<file path="src/sv/lbp_pkg.sv">
// Shared types, constants and tables of the light bar pair feature block.
`default_nettype none
package lbp_pkg;

  localparam int CRD_W = 15;
  localparam int LEN_W = 16;
  localparam int DEF_COORD_FRAC_BITS = 4;
  localparam int CORDIC_STEPS = 18;

  localparam logic [9:0]  THR_RESET = 10'd77;
  localparam logic [9:0]  AR_MAX    = 10'd1023;
  localparam logic [8:0]  LR_FULL   = 9'd256;
  localparam logic [12:0] ANG_90    = 13'd5760;
  localparam logic [13:0] ANG_180   = 14'd11520;
  localparam logic [21:0] AREA_MAX  = 22'h3F_FFFF;

  typedef struct packed {
    logic [CRD_W-1:0] cx;
    logic [CRD_W-1:0] cy;
    logic [CRD_W-1:0] tx;
    logic [CRD_W-1:0] ty;
    logic [CRD_W-1:0] bx;
    logic [CRD_W-1:0] by;
    logic [LEN_W-1:0] len;
  } bar_t;

  function automatic logic [CRD_W-1:0] absd(input logic [CRD_W-1:0] a,
                                            input logic [CRD_W-1:0] b);
    return (a > b) ? (a - b) : (b - a);
  endfunction

  // arctangent of 2^-i in degrees * 65536
  function automatic logic [21:0] atan_tab(input logic [4:0] i);
    logic [21:0] t;
    case (i)
      5'd0:  t = 22'd2949120;
      5'd1:  t = 22'd1740967;
      5'd2:  t = 22'd919879;
      5'd3:  t = 22'd466945;
      5'd4:  t = 22'd234379;
      5'd5:  t = 22'd117304;
      5'd6:  t = 22'd58666;
      5'd7:  t = 22'd29335;
      5'd8:  t = 22'd14668;
      5'd9:  t = 22'd7334;
      5'd10: t = 22'd3667;
      5'd11: t = 22'd1833;
      5'd12: t = 22'd917;
      5'd13: t = 22'd458;
      5'd14: t = 22'd229;
      5'd15: t = 22'd115;
      5'd16: t = 22'd57;
      5'd17: t = 22'd29;
      default: t = 22'd0;
    endcase
    return t;
  endfunction

endpackage
`default_nettype wire

</file>
<file path="src/sv/lbp_mul.sv">
// Bit-serial shift-add multiplier for coordinate differences.
`default_nettype none
module lbp_mul
  import lbp_pkg::*;
(
  input  wire logic                 clk,
  input  wire logic                 rst_n,
  input  wire logic                 start,
  input  wire logic [CRD_W-1:0]     a,
  input  wire logic [CRD_W-1:0]     b,
  output logic                      done,
  output logic [2*CRD_W-1:0]        prod
);

  logic [2*CRD_W-1:0] acc_r;
  logic [2*CRD_W-1:0] mcand_r;
  logic [CRD_W-1:0]   mplier_r;
  logic [3:0]         cnt_r;
  logic               busy_r;
  logic               done_r;

  always_ff @(posedge clk) begin
    if (!rst_n) begin
      busy_r <= 1'b0;
      done_r <= 1'b0;
    end else begin
      done_r <= 1'b0;
      if (start) begin
        busy_r <= 1'b1;
      end else if (busy_r && cnt_r == 4'(CRD_W - 1)) begin
        busy_r <= 1'b0;
        done_r <= 1'b1;
      end
    end
  end

  always_ff @(posedge clk) begin
    if (start) begin
      acc_r    <= '0;
      mcand_r  <= {{CRD_W{1'b0}}, a};
      mplier_r <= b;
      cnt_r    <= '0;
    end else if (busy_r) begin
      if (mplier_r[0]) begin
        acc_r <= acc_r + mcand_r;
      end
      mcand_r  <= {mcand_r[2*CRD_W-2:0], 1'b0};
      mplier_r <= {1'b0, mplier_r[CRD_W-1:1]};
      cnt_r    <= cnt_r + 4'd1;
    end
  end

  assign done = done_r;
  assign prod = acc_r;

endmodule
`default_nettype wire

</file>
<file path="src/sv/lbp_sqrt.sv">
// Iterative rounded square root, two radicand bits per cycle.
`default_nettype none
module lbp_sqrt
  import lbp_pkg::*;
(
  input  wire logic          clk,
  input  wire logic          rst_n,
  input  wire logic          start,
  input  wire logic [30:0]   s,
  output logic               done,
  output logic [LEN_W-1:0]   root
);

  logic [31:0]      s_r;
  logic [31:0]      r_r;
  logic [31:0]      bit_r;
  logic [LEN_W-1:0] root_r;
  logic             busy_r;
  logic             done_r;
  logic [31:0]      trial;

  assign trial = r_r + bit_r;

  always_ff @(posedge clk) begin
    if (!rst_n) begin
      busy_r <= 1'b0;
      done_r <= 1'b0;
    end else begin
      done_r <= 1'b0;
      if (start) begin
        busy_r <= 1'b1;
      end else if (busy_r && bit_r == '0) begin
        busy_r <= 1'b0;
        done_r <= 1'b1;
      end
    end
  end

  always_ff @(posedge clk) begin
    if (start) begin
      s_r   <= {1'b0, s};
      r_r   <= '0;
      bit_r <= 32'h4000_0000;
    end else if (busy_r) begin
      if (bit_r != '0) begin
        if (s_r >= trial) begin
          s_r <= s_r - trial;
          r_r <= {1'b0, r_r[31:1]} + bit_r;
        end else begin
          r_r <= {1'b0, r_r[31:1]};
        end
        bit_r <= {2'b00, bit_r[31:2]};
      end else begin
        root_r <= (s_r > r_r) ? (r_r[LEN_W-1:0] + 16'd1) : r_r[LEN_W-1:0];
      end
    end
  end

  assign done = done_r;
  assign root = root_r;

endmodule
`default_nettype wire

</file>
<file path="src/sv/lbp_div.sv">
// Restoring divider, one quotient bit per cycle.
`default_nettype none
module lbp_div
  import lbp_pkg::*;
(
  input  wire logic             clk,
  input  wire logic             rst_n,
  input  wire logic             start,
  input  wire logic [24:0]      num,
  input  wire logic [LEN_W-1:0] den,
  output logic                  done,
  output logic [24:0]           quo
);

  logic [24:0]      quo_r;
  logic [LEN_W-1:0] rem_r;
  logic [LEN_W-1:0] den_r;
  logic [4:0]       cnt_r;
  logic             busy_r;
  logic             done_r;
  logic [LEN_W:0]   trial;
  logic             ge;

  assign trial = {rem_r, quo_r[24]};
  assign ge    = trial >= {1'b0, den_r};

  always_ff @(posedge clk) begin
    if (!rst_n) begin
      busy_r <= 1'b0;
      done_r <= 1'b0;
    end else begin
      done_r <= 1'b0;
      if (start) begin
        busy_r <= 1'b1;
      end else if (busy_r && cnt_r == 5'd24) begin
        busy_r <= 1'b0;
        done_r <= 1'b1;
      end
    end
  end

  always_ff @(posedge clk) begin
    if (start) begin
      quo_r <= num;
      rem_r <= '0;
      den_r <= den;
      cnt_r <= '0;
    end else if (busy_r) begin
      rem_r <= ge ? LEN_W'(trial - {1'b0, den_r}) : trial[LEN_W-1:0];
      quo_r <= {quo_r[23:0], ge};
      cnt_r <= cnt_r + 5'd1;
    end
  end

  assign done = done_r;
  assign quo  = quo_r;

endmodule
`default_nettype wire

</file>
<file path="src/sv/lbp_cordic.sv">
// Vectoring CORDIC arctangent of two magnitudes, one step per cycle.
`default_nettype none
module lbp_cordic
  import lbp_pkg::*;
(
  input  wire logic             clk,
  input  wire logic             rst_n,
  input  wire logic             start,
  input  wire logic [CRD_W-1:0] ax,
  input  wire logic [CRD_W-1:0] ay,
  output logic                  done,
  output logic [12:0]           ang
);

  logic [33:0]        x_r;
  logic signed [34:0] y_r;
  logic signed [24:0] z_r;
  logic [4:0]         i_r;
  logic               zx_r;
  logic               zy_r;
  logic [12:0]        ang_r;
  logic               busy_r;
  logic               done_r;
  logic [33:0]        ymag;
  logic [33:0]        xs;
  logic [33:0]        ys;
  logic signed [24:0] t;
  logic signed [24:0] zr;

  assign ymag = y_r[34] ? 34'(-y_r) : y_r[33:0];
  assign xs   = x_r >> i_r;
  assign ys   = ymag >> i_r;
  assign t    = {3'b000, atan_tab(i_r)};
  assign zr   = (z_r + 25'sd512) >>> 10;

  always_ff @(posedge clk) begin
    if (!rst_n) begin
      busy_r <= 1'b0;
      done_r <= 1'b0;
    end else begin
      done_r <= 1'b0;
      if (start) begin
        busy_r <= 1'b1;
      end else if (busy_r && i_r == 5'(CORDIC_STEPS)) begin
        busy_r <= 1'b0;
        done_r <= 1'b1;
      end
    end
  end

  always_ff @(posedge clk) begin
    if (start) begin
      x_r  <= {3'b000, ax, 16'b0};
      y_r  <= {4'b0000, ay, 16'b0};
      z_r  <= '0;
      i_r  <= '0;
      zx_r <= (ax == '0);
      zy_r <= (ay == '0);
    end else if (busy_r) begin
      if (i_r != 5'(CORDIC_STEPS)) begin
        if (y_r > 0) begin
          x_r <= x_r + ys;
          y_r <= y_r - $signed({1'b0, xs});
          z_r <= z_r + t;
        end else if (y_r < 0) begin
          x_r <= x_r + ys;
          y_r <= y_r + $signed({1'b0, xs});
          z_r <= z_r - t;
        end
        i_r <= i_r + 5'd1;
      end else begin
        if (zy_r) begin
          ang_r <= '0;
        end else if (zx_r) begin
          ang_r <= ANG_90;
        end else if (z_r < 0) begin
          ang_r <= '0;
        end else if (zr > $signed({12'b0, ANG_90})) begin
          ang_r <= ANG_90;
        end else begin
          ang_r <= zr[12:0];
        end
      end
    end
  end

  assign done = done_r;
  assign ang  = ang_r;

endmodule
`default_nettype wire

</file>
<file path="src/sv/light_bar_pair_features.sv">
// Light bar pair features: top level with pairing, sequencer and output register.
// A first bar is taken and gives no result.
// A pair's second bar starts the work: six serial products,
// two roots, two divisions and three CORDIC runs, done in turn on shared units.
// One pair is worked at a time; the next request is taken once the result is registered.
// Synchronous active-low reset drops the held bar, resets the sequencer and output valid, and sets the threshold to 77.
`default_nettype none
module light_bar_pair_features
  import lbp_pkg::*;
#(
  parameter int COORD_FRAC_BITS = DEF_COORD_FRAC_BITS
) (
  input  wire logic              clk,
  input  wire logic              rst_n,
  input  wire logic              cfg_we,
  input  wire logic [9:0]        cfg_wdata,
  input  wire logic              in_valid,
  output logic                   in_ready,
  input  wire logic [CRD_W-1:0]  in_center_x,
  input  wire logic [CRD_W-1:0]  in_center_y,
  input  wire logic [CRD_W-1:0]  in_top_x,
  input  wire logic [CRD_W-1:0]  in_top_y,
  input  wire logic [CRD_W-1:0]  in_bottom_x,
  input  wire logic [CRD_W-1:0]  in_bottom_y,
  input  wire logic [LEN_W-1:0]  in_bar_length,
  input  wire logic              in_pair_end,
  output logic                   out_valid,
  input  wire logic              out_ready,
  output logic [CRD_W-1:0]       out_mid_x,
  output logic [CRD_W-1:0]       out_mid_y,
  output logic [15:0]            out_height,
  output logic [15:0]            out_width,
  output logic [9:0]             out_aspect_ratio,
  output logic [21:0]            out_area,
  output logic [8:0]             out_length_ratio,
  output logic [12:0]            out_tilt_angle,
  output logic [13:0]            out_angle_mismatch,
  output logic                   out_is_big
);

  localparam int SH = 2 * COORD_FRAC_BITS + 1;

  localparam logic [2:0] ST_IDLE = 3'd0;
  localparam logic [2:0] ST_MUL  = 3'd1;
  localparam logic [2:0] ST_SQRT = 3'd2;
  localparam logic [2:0] ST_DIV  = 3'd3;
  localparam logic [2:0] ST_ATAN = 3'd4;
  localparam logic [2:0] ST_OUT  = 3'd5;

  logic [2:0]  state_r;
  logic [2:0]  idx_r;
  logic        issued_r;
  logic        held_valid_r;
  logic [9:0]  thr_r;
  bar_t        held_r, lb_r, rb_r, in_bar;

  logic [31:0]        sqh_r, sqw_r;
  logic signed [32:0] cross_r;
  logic [15:0]        h_r, w_r;
  logic [9:0]         ar_r;
  logic [8:0]         lr_r;
  logic [12:0]        tilt_r;
  logic [13:0]        angl_r, angr_r;

  logic               out_valid_r;
  logic [CRD_W-1:0]   mid_x_r, mid_y_r;
  logic [15:0]        oh_r, ow_r;
  logic [9:0]         oar_r;
  logic [21:0]        area_r;
  logic [8:0]         olr_r;
  logic [12:0]        otilt_r;
  logic [13:0]        mis_r;
  logic               big_r;

  logic               accept, load_out;
  logic [CRD_W-1:0]   mul_a, mul_b;
  logic               mul_start, mul_done;
  logic [2*CRD_W-1:0] prod;
  logic               mul_neg;
  logic signed [32:0] term;
  logic [30:0]        sq_in;
  logic               sqrt_start, sqrt_done;
  logic [15:0]        root;
  logic [24:0]        div_num, div_quo;
  logic [15:0]        div_den;
  logic               div_zero, div_start, div_done;
  logic [CRD_W-1:0]   cd_ax, cd_ay;
  logic               cd_flip, cd_start, cd_done;
  logic [12:0]        cd_ang;
  logic [15:0]        len_mn, len_mx;
  bar_t               ab;
  logic [32:0]        mag;
  logic [33:0]        area_sum, area_sh;
  logic [15:0]        sum_x, sum_y;

  assign in_bar   = '{cx: in_center_x, cy: in_center_y, tx: in_top_x, ty: in_top_y,
                      bx: in_bottom_x, by: in_bottom_y, len: in_bar_length};
  assign in_ready = (state_r == ST_IDLE);
  assign accept   = in_valid && in_ready;
  assign load_out = (state_r == ST_OUT) && (!out_valid_r || out_ready);

  assign len_mn = (lb_r.len < rb_r.len) ? lb_r.len : rb_r.len;
  assign len_mx = (lb_r.len < rb_r.len) ? rb_r.len : lb_r.len;
  assign ab     = (idx_r == 3'd1) ? lb_r : rb_r;

  always_comb begin
    mul_a   = '0;
    mul_b   = '0;
    mul_neg = 1'b0;
    case (idx_r)
      3'd0: begin
        mul_a = absd(lb_r.tx, lb_r.bx);
        mul_b = mul_a;
      end
      3'd1: begin
        mul_a = absd(lb_r.ty, lb_r.by);
        mul_b = mul_a;
      end
      3'd2: begin
        mul_a = absd(lb_r.bx, rb_r.bx);
        mul_b = mul_a;
      end
      3'd3: begin
        mul_a = absd(lb_r.by, rb_r.by);
        mul_b = mul_a;
      end
      3'd4: begin
        mul_a   = absd(lb_r.bx, rb_r.tx);
        mul_b   = absd(lb_r.ty, rb_r.by);
        mul_neg = (lb_r.bx < rb_r.tx) != (lb_r.ty < rb_r.by);
      end
      3'd5: begin
        mul_a   = absd(lb_r.tx, rb_r.bx);
        mul_b   = absd(lb_r.by, rb_r.ty);
        mul_neg = (lb_r.tx < rb_r.bx) == (lb_r.by < rb_r.ty);
      end
      default: ;
    endcase
  end

  assign term = mul_neg ? -$signed({3'b000, prod}) : $signed({3'b000, prod});

  assign sq_in = (idx_r == 3'd0) ? sqh_r[30:0] : sqw_r[30:0];

  always_comb begin
    if (idx_r == 3'd0) begin
      div_num  = {1'b0, h_r, 8'b0} + 25'(w_r[15:1]);
      div_den  = w_r;
      div_zero = (w_r == '0);
    end else begin
      div_num  = {1'b0, len_mn, 8'b0} + 25'(len_mx[15:1]);
      div_den  = len_mx;
      div_zero = (len_mx == '0);
    end
  end

  always_comb begin
    if (idx_r == 3'd0) begin
      cd_ax = absd(lb_r.cx, rb_r.cx);
      cd_ay = absd(lb_r.cy, rb_r.cy);
    end else begin
      cd_ax = absd(ab.tx, ab.bx);
      cd_ay = absd(ab.ty, ab.by);
    end
  end
  assign cd_flip = ((ab.tx > ab.bx) != (ab.ty > ab.by)) && (ab.tx != ab.bx)
                   && (ab.ty != ab.by);

  assign mul_start  = (state_r == ST_MUL)  && !issued_r;
  assign sqrt_start = (state_r == ST_SQRT) && !issued_r;
  assign div_start  = (state_r == ST_DIV)  && !issued_r && !div_zero;
  assign cd_start   = (state_r == ST_ATAN) && !issued_r;

  lbp_mul u_mul (
    .clk(clk), .rst_n(rst_n), .start(mul_start), .a(mul_a), .b(mul_b),
    .done(mul_done), .prod(prod)
  );

  lbp_sqrt u_sqrt (
    .clk(clk), .rst_n(rst_n), .start(sqrt_start), .s(sq_in),
    .done(sqrt_done), .root(root)
  );

  lbp_div u_div (
    .clk(clk), .rst_n(rst_n), .start(div_start), .num(div_num), .den(div_den),
    .done(div_done), .quo(div_quo)
  );

  lbp_cordic u_cordic (
    .clk(clk), .rst_n(rst_n), .start(cd_start), .ax(cd_ax), .ay(cd_ay),
    .done(cd_done), .ang(cd_ang)
  );

  // sequencer
  always_ff @(posedge clk) begin
    if (!rst_n) begin
      state_r      <= ST_IDLE;
      idx_r        <= '0;
      issued_r     <= 1'b0;
      held_valid_r <= 1'b0;
      thr_r        <= THR_RESET;
      out_valid_r  <= 1'b0;
    end else begin
      if (cfg_we) begin
        thr_r <= cfg_wdata;
      end
      if (load_out) begin
        out_valid_r <= 1'b1;
      end else if (out_ready) begin
        out_valid_r <= 1'b0;
      end
      unique case (state_r)
        ST_IDLE: begin
          if (accept) begin
            if (!in_pair_end) begin
              held_valid_r <= 1'b1;
            end else if (held_valid_r) begin
              held_valid_r <= 1'b0;
              state_r      <= ST_MUL;
              idx_r        <= '0;
              issued_r     <= 1'b0;
            end
          end
        end
        ST_MUL: begin
          if (mul_start) begin
            issued_r <= 1'b1;
          end else if (mul_done) begin
            issued_r <= 1'b0;
            if (idx_r == 3'd5) begin
              state_r <= ST_SQRT;
              idx_r   <= '0;
            end else begin
              idx_r <= idx_r + 3'd1;
            end
          end
        end
        ST_SQRT: begin
          if (sqrt_start) begin
            issued_r <= 1'b1;
          end else if (sqrt_done) begin
            issued_r <= 1'b0;
            if (idx_r == 3'd1) begin
              state_r <= ST_DIV;
              idx_r   <= '0;
            end else begin
              idx_r <= idx_r + 3'd1;
            end
          end
        end
        ST_DIV: begin
          if (div_start) begin
            issued_r <= 1'b1;
          end else if (div_done || (!issued_r && div_zero)) begin
            issued_r <= 1'b0;
            if (idx_r == 3'd1) begin
              state_r <= ST_ATAN;
              idx_r   <= '0;
            end else begin
              idx_r <= idx_r + 3'd1;
            end
          end
        end
        ST_ATAN: begin
          if (cd_start) begin
            issued_r <= 1'b1;
          end else if (cd_done) begin
            issued_r <= 1'b0;
            if (idx_r == 3'd2) begin
              state_r <= ST_OUT;
              idx_r   <= '0;
            end else begin
              idx_r <= idx_r + 3'd1;
            end
          end
        end
        ST_OUT: begin
          if (load_out) begin
            state_r <= ST_IDLE;
          end
        end
        default: state_r <= ST_IDLE;
      endcase
    end
  end

  // working registers
  always_ff @(posedge clk) begin
    if (accept) begin
      if (!in_pair_end) begin
        held_r <= in_bar;
      end else if (held_r.cx <= in_bar.cx) begin
        lb_r <= held_r;
        rb_r <= in_bar;
      end else begin
        lb_r <= in_bar;
        rb_r <= held_r;
      end
    end
    if (state_r == ST_MUL && mul_done) begin
      case (idx_r)
        3'd0: sqh_r <= {2'b00, prod};
        3'd1: sqh_r <= sqh_r + {2'b00, prod};
        3'd2: sqw_r <= {2'b00, prod};
        3'd3: sqw_r <= sqw_r + {2'b00, prod};
        3'd4: cross_r <= term;
        default: cross_r <= cross_r + term;
      endcase
    end
    if (state_r == ST_SQRT && sqrt_done) begin
      if (idx_r == 3'd0) begin
        h_r <= root;
      end else begin
        w_r <= root;
      end
    end
    if (state_r == ST_DIV) begin
      if (idx_r == 3'd0) begin
        if (!issued_r && div_zero) begin
          ar_r <= AR_MAX;
        end else if (div_done) begin
          ar_r <= (div_quo > 25'(AR_MAX)) ? AR_MAX : div_quo[9:0];
        end
      end else begin
        if (!issued_r && div_zero) begin
          lr_r <= LR_FULL;
        end else if (div_done) begin
          lr_r <= div_quo[8:0];
        end
      end
    end
    if (state_r == ST_ATAN && cd_done) begin
      case (idx_r)
        3'd0: tilt_r <= cd_ang;
        3'd1: angl_r <= cd_flip ? (ANG_180 - {1'b0, cd_ang}) : {1'b0, cd_ang};
        default: angr_r <= cd_flip ? (ANG_180 - {1'b0, cd_ang}) : {1'b0, cd_ang};
      endcase
    end
  end

  assign mag      = cross_r[32] ? 33'(-cross_r) : cross_r;
  assign area_sum = {1'b0, mag} + (34'd1 << (SH - 1));
  assign area_sh  = area_sum >> SH;
  assign sum_x    = {1'b0, lb_r.cx} + {1'b0, rb_r.cx};
  assign sum_y    = {1'b0, lb_r.cy} + {1'b0, rb_r.cy};

  always_ff @(posedge clk) begin
    if (load_out) begin
      mid_x_r <= sum_x[15:1];
      mid_y_r <= sum_y[15:1];
      oh_r    <= h_r;
      ow_r    <= w_r;
      oar_r   <= ar_r;
      area_r  <= (area_sh > 34'(AREA_MAX)) ? AREA_MAX : area_sh[21:0];
      olr_r   <= lr_r;
      otilt_r <= tilt_r;
      mis_r   <= (angl_r > angr_r) ? (angl_r - angr_r) : (angr_r - angl_r);
      big_r   <= (ar_r < thr_r);
    end
  end

  assign out_valid          = out_valid_r;
  assign out_mid_x          = mid_x_r;
  assign out_mid_y          = mid_y_r;
  assign out_height         = oh_r;
  assign out_width          = ow_r;
  assign out_aspect_ratio   = oar_r;
  assign out_area           = area_r;
  assign out_length_ratio   = olr_r;
  assign out_tilt_angle     = otilt_r;
  assign out_angle_mismatch = mis_r;
  assign out_is_big         = big_r;

endmodule
`default_nettype wire
</file>
<file path="config.mk">
export PLATFORM = sky130hd
export DESIGN_NAME = light_bar_pair_features
export DESIGN_NICKNAME = d
export VERILOG_FILES = /design/src/sv/lbp_pkg.sv /design/src/sv/lbp_mul.sv /design/src/sv/lbp_sqrt.sv /design/src/sv/lbp_div.sv /design/src/sv/lbp_cordic.sv /design/src/sv/light_bar_pair_features.sv
export SDC_FILE = /design/constraint.sdc
export NUM_CORES = 2
export LEC_CHECK = 0
export ABC_AREA = 1
export BUFFER_PORTS_ARGS = -buffer_cell sky130_fd_sc_hd__buf_2
export CORE_UTILIZATION = 35
export DETAILED_ROUTE_END_ITERATION = 12
export PLACE_DENSITY_LB_ADDON = 0.15
export SYNTH_ARGS = -nofsm -noshare
export SYNTH_HDL_FRONTEND = slang
export SYNTH_SLANG_ARGS = --single-unit
</file>
<file path="constraint.sdc">
create_clock -name clk -period 23.2 [get_ports clk]
set_input_delay 2.32 -clock clk [delete_from_list [all_inputs] [get_ports clk]]
set_output_delay 2.32 -clock clk [all_outputs]
set_load 0.02 [all_outputs]
</file>
==> key figures <==
Final layout
  – Core Util, Final: around two fifths
  – Layout Cells excl Fill: about 16k
  – Fillers: around 27k
  – Share of cells above drive strength 1: 5.923%
  – P&R area growth vs syn: 9.945%
  – Nets: 13.32k

Worst setup path
  – Crit-path most repeated cell: nand2_1
  – Length in cells of the worst reg-to-reg path: 34
  – Reg2reg end: cross_r[28]
  – Crit-path leading delay family: simple AND/OR/NAND/NOR gates
  – CP max stage delay: approximately 0.83 ns
  – Kind of critical path: flip-flop to flip-flop
  – CP Launch Type: flip-flop
  – Slowest CP cell: nand2_2
  – Critical Path RT: 23.74 ns
  – Critical path fanouts, max: 68
  – Crit path capture type: flip-flop
  – Critical path data arrival time: 8.12 ns
  – R2R Path Start: lb_r[17]
  – Flop-to-flop setup slack: 15.61 ns
  – Crit path buffers/inverters: 3

Global route
  – Largest net degree at the start of global routing: 110
  – First-pass GRT wire length: 514200 um
  – GRT Util Overall: 26.34%
  – Global Route met1 Usage: 32.96%
  – Vias in the first global route: 81.72k
  – Total gr overflow: 0
  – Initial antenna violation count: 17
  – M3 GR Usage: 3.190%
  – M2 GR Usage: 44.49%
  – Most Crowded Layer GR: met2

CTS
  – Clock Latency Late Sink: between 0.8 and 0.9 ns
  – Clock Sinks: roughly 1.0k
  – CTS tree: yes
  – CTS resizes: 0
  – Clock tree buffer depth: 3
  – Root buf cell: clkbuf_16
  – Number of buffers created by CTS: roughly 140
  – CTS H-tree depth: 4
  – Clk slew on worst S/H paths: 0.06 ns
  – Post CTS Setup Buffer Count: 0
  – Hold_buf cts: 0

STA
  – Headroom to the max-slew limit: 12.92%
  – Final Setup Violations: 0
  – Setup_tns: 0 ns
  – Worst Tran Pin Value: between 1 and 1.5 ns
  – Final Hold Viols: 0
  – Max-slew violations: 0
  – Clk_skew: 0.08750 ns
  – Fmax: 131.8 MHz
  – Minimum clock period: 7.586 ns
  – Fin crit share: 32.70%
  – RSZ-0062 raised after global routing: false

Die
  – Chip height: 506.6 um
  – Num ports: 255
  – Core Footprint: between 0.2 and 0.3 mm^2
  – Cell Rows: approximately 180
  – Initial Util: 35.32%
  – Die area: 0.2567 mm^2
  – Die Span X: slightly above 500 um

Yosys
  – Commonest cells post-synth: nand2_1, inv_1, a21oi_1, o21ai_0, nor2_1
  – Share of the synthesized area in the top cell type: 26.92%
  – Synthesized Nets: 13.28k
  – Mapped Area: 0.08913 mm^2
  – Cells after Synth: 12.31k
  – Asr flop ratio synth: 0%
  – Unique cell type count in the Yosys netlist: 83
  – Synth Register Bits: 1036
  – Yosys warns: 0
  – Syn_area_per_cell: around 7.2 um^2
  – EDFF count, synth: 799
  – Synth Flop Type: edfxtp_1
  – Seq/Total Area, Yosys: 32.24%
  – Top-count cell post-synth: nand2_1
  – Synth top area cells: edfxtp_1, nand2_1, ha_1
  – Post-synth top area cell: edfxtp_1

Route
  – Final antenna-violating net count: 0
  – WL/cell: 21.96 um
  – Vias per cell: approximately 5.3
  – Initial drt markers: 6592
  – Vias: 84.37k
  – Routed wire length: about 350000 um
  – 1st-pass router iterations: 6
  – Remaining routing DRC violations: 0

Place
  – Number of port buffers: roughly 250
  – Placed Cells: roughly 16k
  – Final Wtd Congestion: 0.9971
  – Dpl hpwl: 280500 um

Power and ir drop
  – Power share of the combinational group: 65.8%
  – Cell leakage power: 44.88 nW
  – Power share of the clock group: around 15%
  – Power per cell area: 152.2 mW/mm^2
  – Tot Pwr: around 15 mW
  – Sw power: 8.111 mW
  – Internal Power: about 7 mW
  – Sequential share of power: between 10% and 20%
  – Switching share of total power: between 50 and 60%
  – Peak supply drop: 0.08688 mV

Run status
  – Status: finished, final reports clean

Hold path
  – Worst Hold Launch: tilt_r[7]
  – End point of the worst hold path: out_tilt_angle[7]
  – Worst Hold Path Cells: 0
  – Min-delay worst type: flip-flop to flip-flop

Job
  – Max-cap violations: 0
worst max-delay path by stage:
stage	startpoint	endpoint	slack, ns	cells after the start
detailed placement	lb_r[17]	cross_r[28]	15.73	34
global placement	lb_r[17]	cross_r[28]	15.71	34
CTS	lb_r[17]	cross_r[28]	15.66	34
floorplan	in_valid	lb_r[0]	11.17	2
finish	lb_r[17]	cross_r[28]	15.61	34
global route	lb_r[17]	cross_r[28]	14.61	34
layout make-up:
class                           instances  area [um^2]  area share, %
Antenna cell                           11        27.53        0.02809
Clock buffer                          160         3513          3.585
Clock inverter                         89         1111          1.134
Inverter                             1526         5733          5.851
Multi-Input combinational cell       9329        52890          53.98
Sequential cell                      1036        28740          29.33
Tap cell                             3348         4189          4.275
Timing Repair Buffer                  320         1779          1.816
per-layer routing:
layer  vias up  wire, um  share of wire (%)
met5         -        62              0.018
met4        10     19350                5.6
met3       582     17280                5.0
met2      2446    162500                 47
met1     39932    148200                 43
li1      41404         -                  -
power groups by stage:
stage	combinational (mW)	clock [mW]	sequential [mW]
4_1_cts	9.72	2.25	2.90
3_3_place_gp	9.66	0	2.94
3_5_place_dp	9.66	0	2.94
2_1_floorplan	6.81	0	2.77
6_report	9.81	2.20	2.91
5_1_grt	10.9	2.31	2.94
kinds of logic after synthesis:
logic type,count (synthesis),synth area share (%)
buffers and inverters,1943,8.538
xor gates and xnor gates,584,5.781
AOI/OAI and AO/OA,2584,16.19
DFF,1036,32.24
adders and majority gates,845,12.19
muxes,12,0.1348
and+or+nand+nor,5304,24.93
registers in the layout, summed over array words and instances (netlist names), 25 cells and up:
register and cells:
cross_r 33, held_r 106, lb_r 106, rb_r 106
sqh_r 31, sqw_r 31, u_cordic.x_r 34, u_cordic.y_r 35
u_cordic.z_r 25, u_div.quo 25, u_mul.mcand_r 30, u_mul.prod 30
u_sqrt.r_r 32, u_sqrt.s_r 32
layout by cell type (no fill, tap or decap), types with 40 or more instances in the layout:
master / count
nor4_1: 46
buf_2: 254
nor3_1: 126
xor2_1: 421
o22ai_1: 84
a31oi_1: 73
o211ai_1: 72
nand2_1: 3099
xnor2_1: 158
ha_1: 806
a21o_1: 57
dfxtp_1: 233
inv_1: 1481
o21ai_0: 927
clkbuf_16: 136
edfxtp_1: 799
o21ai_1: 115
nor2_1: 876
o21bai_1: 53
or2_2: 40
nand3_1: 863
nand4_1: 111
a21oi_1: 950
buf_4: 65
metrics by stage:
stage                     setup slack, ns  instance area (um^2)  hold WS [ns]
after global routing                14.61                 97970        0.4215
final                               15.61                 97990        0.4166
after global placement              15.71                 93340        0.4072
after CTS                           15.66                 97960        0.4181
after detailed placement            15.73                 93340        0.4045
after floorplan                     11.17                 89130        0.4003
(Power assumes the default switching activity.)
